==> src/design/plig_pkg.sv <==
package plig_pkg;

    localparam int DEPTH_DEF = 128;

    // operation codes
    localparam logic [1:0] FN_INSERT = 2'd0;
    localparam logic [1:0] FN_GET    = 2'd1;
    localparam logic [1:0] FN_CLEAR  = 2'd2;
    localparam logic [1:0] FN_NOP    = 2'd3;

    // result status codes
    localparam logic [1:0] ST_OK    = 2'd0;
    localparam logic [1:0] ST_RANGE = 2'd1;
    localparam logic [1:0] ST_FULL  = 2'd2;

    typedef struct packed {
        logic [1:0]         func;
        logic [7:0]         position;
        logic signed [31:0] value;
    } req_t;

    typedef struct packed {
        logic [1:0]         status;
        logic signed [31:0] read_data;
        logic [7:0]         count;
        logic               is_empty;
    } rsp_t;

    typedef enum logic [2:0] {
        S_IDLE,
        S_DECODE,
        S_SHIFT_RD,
        S_SHIFT_WR,
        S_INS_WR,
        S_GET_RD,
        S_DONE
    } state_t;

    typedef struct packed {
        logic accept;
        logic shift_rd;
        logic shift_wr;
        logic ins_wr;
        logic get_rd;
        logic clear;
        logic load_res;
    } cmd_t;

    typedef struct packed {
        logic [1:0] func;
        logic       op_ok;
        logic       shift_more;
        logic       shift_again;
        logic       res_free;
    } stat_t;

endpackage

==> src/design/plig_ctrl.sv <==
module plig_ctrl (
    input  logic            clk,
    input  logic            rst_n,
    input  logic            req_valid,
    output logic            req_stall,
    input  plig_pkg::stat_t stat,
    output plig_pkg::cmd_t  cmd
);

    plig_pkg::state_t state_reg;
    plig_pkg::state_t state_next;

    always_ff @(posedge clk or negedge rst_n)
    begin
        if (!rst_n)
        begin
            state_reg <= plig_pkg::S_IDLE;
        end
        else
        begin
            state_reg <= state_next;
        end
    end

    always_comb
    begin
        state_next = state_reg;
        case (state_reg)
            plig_pkg::S_IDLE:
            begin
                if (req_valid)
                begin
                    state_next = plig_pkg::S_DECODE;
                end
            end
            plig_pkg::S_DECODE:
            begin
                if (!stat.op_ok)
                begin
                    state_next = plig_pkg::S_DONE;
                end
                else if (stat.func == plig_pkg::FN_INSERT)
                begin
                    state_next = stat.shift_more ? plig_pkg::S_SHIFT_RD : plig_pkg::S_INS_WR;
                end
                else if (stat.func == plig_pkg::FN_GET)
                begin
                    state_next = plig_pkg::S_GET_RD;
                end
                else
                begin
                    state_next = plig_pkg::S_DONE;
                end
            end
            plig_pkg::S_SHIFT_RD:
            begin
                state_next = plig_pkg::S_SHIFT_WR;
            end
            plig_pkg::S_SHIFT_WR:
            begin
                state_next = stat.shift_again ? plig_pkg::S_SHIFT_RD : plig_pkg::S_INS_WR;
            end
            plig_pkg::S_INS_WR:
            begin
                state_next = plig_pkg::S_DONE;
            end
            plig_pkg::S_GET_RD:
            begin
                state_next = plig_pkg::S_DONE;
            end
            plig_pkg::S_DONE:
            begin
                if (stat.res_free)
                begin
                    state_next = plig_pkg::S_IDLE;
                end
            end
            default:
            begin
                state_next = plig_pkg::S_IDLE;
            end
        endcase
    end

    always_comb
    begin
        cmd       = '0;
        req_stall = 1'b1;
        case (state_reg)
            plig_pkg::S_IDLE:
            begin
                req_stall  = 1'b0;
                cmd.accept = req_valid;
            end
            plig_pkg::S_DECODE:
            begin
                cmd.clear = stat.op_ok && (stat.func == plig_pkg::FN_CLEAR);
            end
            plig_pkg::S_SHIFT_RD:
            begin
                cmd.shift_rd = 1'b1;
            end
            plig_pkg::S_SHIFT_WR:
            begin
                cmd.shift_wr = 1'b1;
            end
            plig_pkg::S_INS_WR:
            begin
                cmd.ins_wr = 1'b1;
            end
            plig_pkg::S_GET_RD:
            begin
                cmd.get_rd = 1'b1;
            end
            plig_pkg::S_DONE:
            begin
                cmd.load_res = stat.res_free;
            end
            default:
            begin
                cmd = '0;
            end
        endcase
    end

endmodule

==> config.mk <==
export PLATFORM = sky130hd
export DESIGN_NAME = plig_ctrl
export DESIGN_NICKNAME = d
export VERILOG_FILES = /design/src/design/plig_pkg.sv /design/src/design/plig_ctrl.sv
export SDC_FILE = /design/constraint.sdc
export NUM_CORES = 1
export LEC_CHECK = 0
export BUFFER_PORTS_ARGS = -buffer_cell sky130_fd_sc_hd__buf_2
export CAP_MARGIN = 20
export CORE_AREA = 3 3 40 42
export DETAILED_ROUTE_END_ITERATION = 12
export DIE_AREA = 0 0 43 45
export PLACE_DENSITY = 0.45
export SETUP_SLACK_MARGIN = 0.2
export SLEW_MARGIN = 20
export SYNTH_ARGS = -nofsm -noshare
export SYNTH_HDL_FRONTEND = slang
export SYNTH_SLANG_ARGS = --single-unit
==> constraint.sdc <==
create_clock -name clk -period 1.3 [get_ports clk]
set_input_delay 0.13 -clock clk [delete_from_list [all_inputs] [get_ports clk]]
set_output_delay 0.13 -clock clk [all_outputs]
set_load 0.05 [all_outputs]
# Yosys cells after proc, flatten, opt, wreduce, memory -nomap -nowiden
# Index checks and enable logic that the tools add are counted.
[classes]
n_eq_ne = 10
muxes = 16
reduce_logical = 5
[op_table]
columns = ["cell", "count"]
rows = [
  ["3-bit two-way mux", 6],
  ["3-bit one-hot mux with 6 select lines", 1],
  ["3-bit == test, second input constant", 3],
  ["1-bit two-way mux", 8],
  ["3-bit by 2-bit == test with 1-bit output, second input constant", 2],
  ["2-bit != test, second input constant", 2],
  ["3-bit by 1-bit == test with 1-bit output, second input constant", 1],
  ["3-bit zero test", 1],
  ["2-bit by 1-bit == test with 1-bit output, second input constant", 1],
  ["2-bit == test, second input constant", 1],
  ["2-bit zero test", 1],
  ["2-bit two-way mux", 1],
  ["2-bit AND reduction", 1],
  ["2-bit OR reduction", 1],
  ["1-bit logical AND", 1],
]
[totals]
input_bits = 9
reg_bits = 3
word_cells = 32
out_inout_bits = 8

# Depth between registers and ports, before layout
[depth]
word_depth = 5
mapped_depth = 4
mapped_depth_nobuf = 3

# Worst setup path before layout
# No wires, ideal clock.
[synth_path]
kind = "register -> output"
from = "register state_reg[2]"
to = "output cmd[1] in the netlist's numbering"
arrival_time_ns = 1.690
setup_slack_ns = -0.520
path_stages_with_launch = 4
t_required_ns = 1.170
n_path_buf = 1
cell_sequence = "dfrtp_1 > buf_6 > nand4bb_1 > nor3_1"
[synth_rtl]
columns = ["element", "line", "rtl"]
rows = [
  ["start, declared", "plig_ctrl.sv:10", "plig_pkg::state_t state_reg;"],
  ["start signal, assigned", "plig_ctrl.sv:17", "state_reg <= plig_pkg::S_IDLE;"],
  ["start signal, assigned", "plig_ctrl.sv:21", "state_reg <= state_next;"],
  ["end, declared", "plig_ctrl.sv:7", "output plig_pkg::cmd_t cmd"],
]

==> impl_metrics.yaml <==
cells_and_area:
  largest_reg_flops: 3
  instances_no_fill: 73
  fin_area_sq_um: 561
  n_antenna_cell: 0
  drive_gt1_frac: 0.707
  nets: 68
  n_fill_cell: 125
  mostFrequentLayoutCells: "9 x buf_2, 9 x buf_6"
  area_growth_pct: 110
synth:
  synth-xor-area-share: 0
  avgSynthCellArea_sq_um: 8.33
  synthAdderAreaFrac: 0
  yosysSeqAreaShare: 0.282
  synth.area.mux_share: 0
  syn_inst: 32
  yosys.area.top_type: "dfrtp_1"
  synth_top_family_by_area: "simple AND/OR/NAND/NOR gates"
  synth.distinct_cells: 21
  synthSimpleGateAreaFrac: 0.446
  synth-compound-area-share: 0.160
  synth_fp_nets: 41
  yosysWarnings: 0
  synthTopCellsByArea: "dfrtp_1 28%, buf_6 8.5%, o21ai_0 7.5%, nor3b_1 5.6%, nand4bb_1 4.2%"
  yosys_register_bits: 3
  synth_top_area_frac: 0.282
  synth_area_sq_um: 267
drt:
  drt_wl_total_microns: 783
  vias_per_cell: 4.41
  via_count: 322
  drt_iter0_drc: 5
  drc: 0
  wl_per_cell_microns: 10.7
  ant_nets: 0
  dr.pass1.iters: 2
power_and_ir_drop:
  power_density_mw_per_mm2: 2600
  peakVddDrop_mv: 0.812
  p_leak_nw: 0.242
  power_mw: 1.46
place:
  place_area_sq_um: 417
  place_congestion: 0.722
  place_inst: 66
  dp_hpwl_microns: 589
  dpl_worst_slack_ns: 0.0129
  portBuffers: 16
timing:
  fmax_ghz: 0.695
  final.setup.worst_slack_ns: -0.138
  slew_headroom: 0.835
  fin_crit_sh: 1.11
  tightest_slew_ns: 0.249
  drv_slew: 0
  rsz0062_at_grt: "true"
  finalClockSkew_ns: 0.00261
  setup_viol: 6
  hold_viol: 0
  finalCriticalPeriod_ns: 1.44
worst_setup_path:
  crit_required_ns: 1.17
  critical_path.max_stage_delay_ns: 0.43
  reg2reg_setup_slack_ns: 0.19
  arrival_ns: 1.31
  critPathLaunch: "state_reg[2]$_DFFE_PN0P_"
  reg2reg_from: "state_reg[1]$_DFFE_PN0P_"
  crit_path_end_kind: "primary output"
  crit_chain: "or3_4 > nor2_4 > buf_6"
  startpoint_type: "flop"
  worst-path-max-fanout: 5
  criticalPathCategory: "reg2out"
  cp_slowest_cell: "dfrtp_2"
grt:
  grt.overflow.total: 0
  grt_max_degree: 8
  grt_pass1_vias: 350
  grt_antenna_before_repair: 0
  grt_pass1_wl_microns: 1300
  track_usage: 0.0918
floorplanning:
  start_util: 0.207
  dieArea_sq_mm: 0.00194
  die_w_microns: 43
  io_pins: 17
  std_cell_rows: 13
  core_sq_mm: 0.00128
  die-height_microns: 45
outcome:
  violations: "negative setup slack"
  outcome: "finished with violations"
clocking:
  numCtsBuffers: 3
  cts.clk_slew.worst_paths_ns: 0.04
  cts_root_buffer: "clkbuf_4"
  clk_latency_ns: 0.23
  cts_sinks: 3
  cts_tree: "built"
  clockBufferDepth: 2
  h-tree-depth: 1
min_path:
  hp-class: "in2reg"
  hold_path.startpoint: "stat[4]"
job:
  drv_cap: 0
[routing by layer]
layer	vias up	GRT usage	routed length (microns)
met5	-	0	0
met4	0	0.0723	0
met3	0	0.0120	28
met2	10	0.153	406
met1	148	0.107	348
li1	164	-	-
[cell usage after synthesis (all sizes together)]
| library cell | number |
|---|---|
| a21oi | 1 |
| nor2b | 1 |
| buf | 2 |
| nand4bb | 1 |
| nor3b | 2 |
| nand2b | 2 |
| inv | 2 |
| nor2 | 3 |
| or3 | 1 |
| and2b | 1 |
| dfrtp | 3 |
| o211ai | 1 |
| o21ai | 6 |
| nand4b | 1 |
| and4 | 1 |
| and2 | 1 |
| nor3 | 1 |
| nand2 | 2 |
[power by group]
part	switching, mW	leakage, nW	internal (mW)
clock network	0.0439	0.0150	0.115
logic	0.587	0.194	0.479
registers	0.0825	0.0329	0.151
total	0.713	0.242	0.744
[area by class of cell]
cell class | instances | area, sq um | share of cell area
Timing Repair Buffer | 24 | 209 | 0.373
Inverter | 2 | 7.51 | 0.0134
Multi-Input combinational cell | 25 | 220 | 0.393
Tap cell | 15 | 18.8 | 0.0335
Clock buffer | 4 | 26.3 | 0.0469
Sequential cell | 3 | 78.8 | 0.141
[worst max-delay path, delay by kind of cell, from the launching register on]
| kind | cells | cell delay (ns) |
|---|---|---|
| simple gates | 2 | 0.50 |
| flops | 1 | 0.43 |
| buf+inv | 1 | 0.16 |
[per-stage QoR]
stage / util / setup TNS [ns] / hold WS, ns
floorplan: - / -0.0963 / -0.166
global placement: 0.324 / 0 / -0.0728
detailed placement: 0.324 / 0 / -0.0752
CTS: 0.414 / -0.501 / 0.188
global route: 0.436 / -0.742 / 0.200
finish: 0.436 / -0.355 / 0.193
[cells by family (layout without fill, tap and decap cells)]
kind of cell | count (synthesis) | in the layout
AND/OR/NAND/NOR | 17 | 17
AO/OA/AOI/OAI | 8 | 8
buffers and inverters | 4 | 30
flip-flops | 3 | 3
[repair_timing]
item | 4_1_cts | 5_1_grt
setup endpoints to repair | 8 | 9
endpoints found under the hold margin | 3 | 0
resized for setup | 21 | 8
buffers inserted | 1 | 1
hold buffers | 1 | 0
pin swaps | 2 | 3
[worst paths after layout]
path                                            end  cells after the start
setup reg to reg           state_reg[0]$_DFFE_PN0P_                      4
max in group asynchronous  state_reg[2]$_DFFE_PN0P_                      2
min in group asynchronous  state_reg[0]$_DFFE_PN0P_                      2
hold reg to reg            state_reg[2]$_DFFE_PN0P_                      2
setup / recovery                             cmd[6]                      3
hold / removal             state_reg[0]$_DFFE_PN0P_                      3
(Power assumes the default switching activity.)
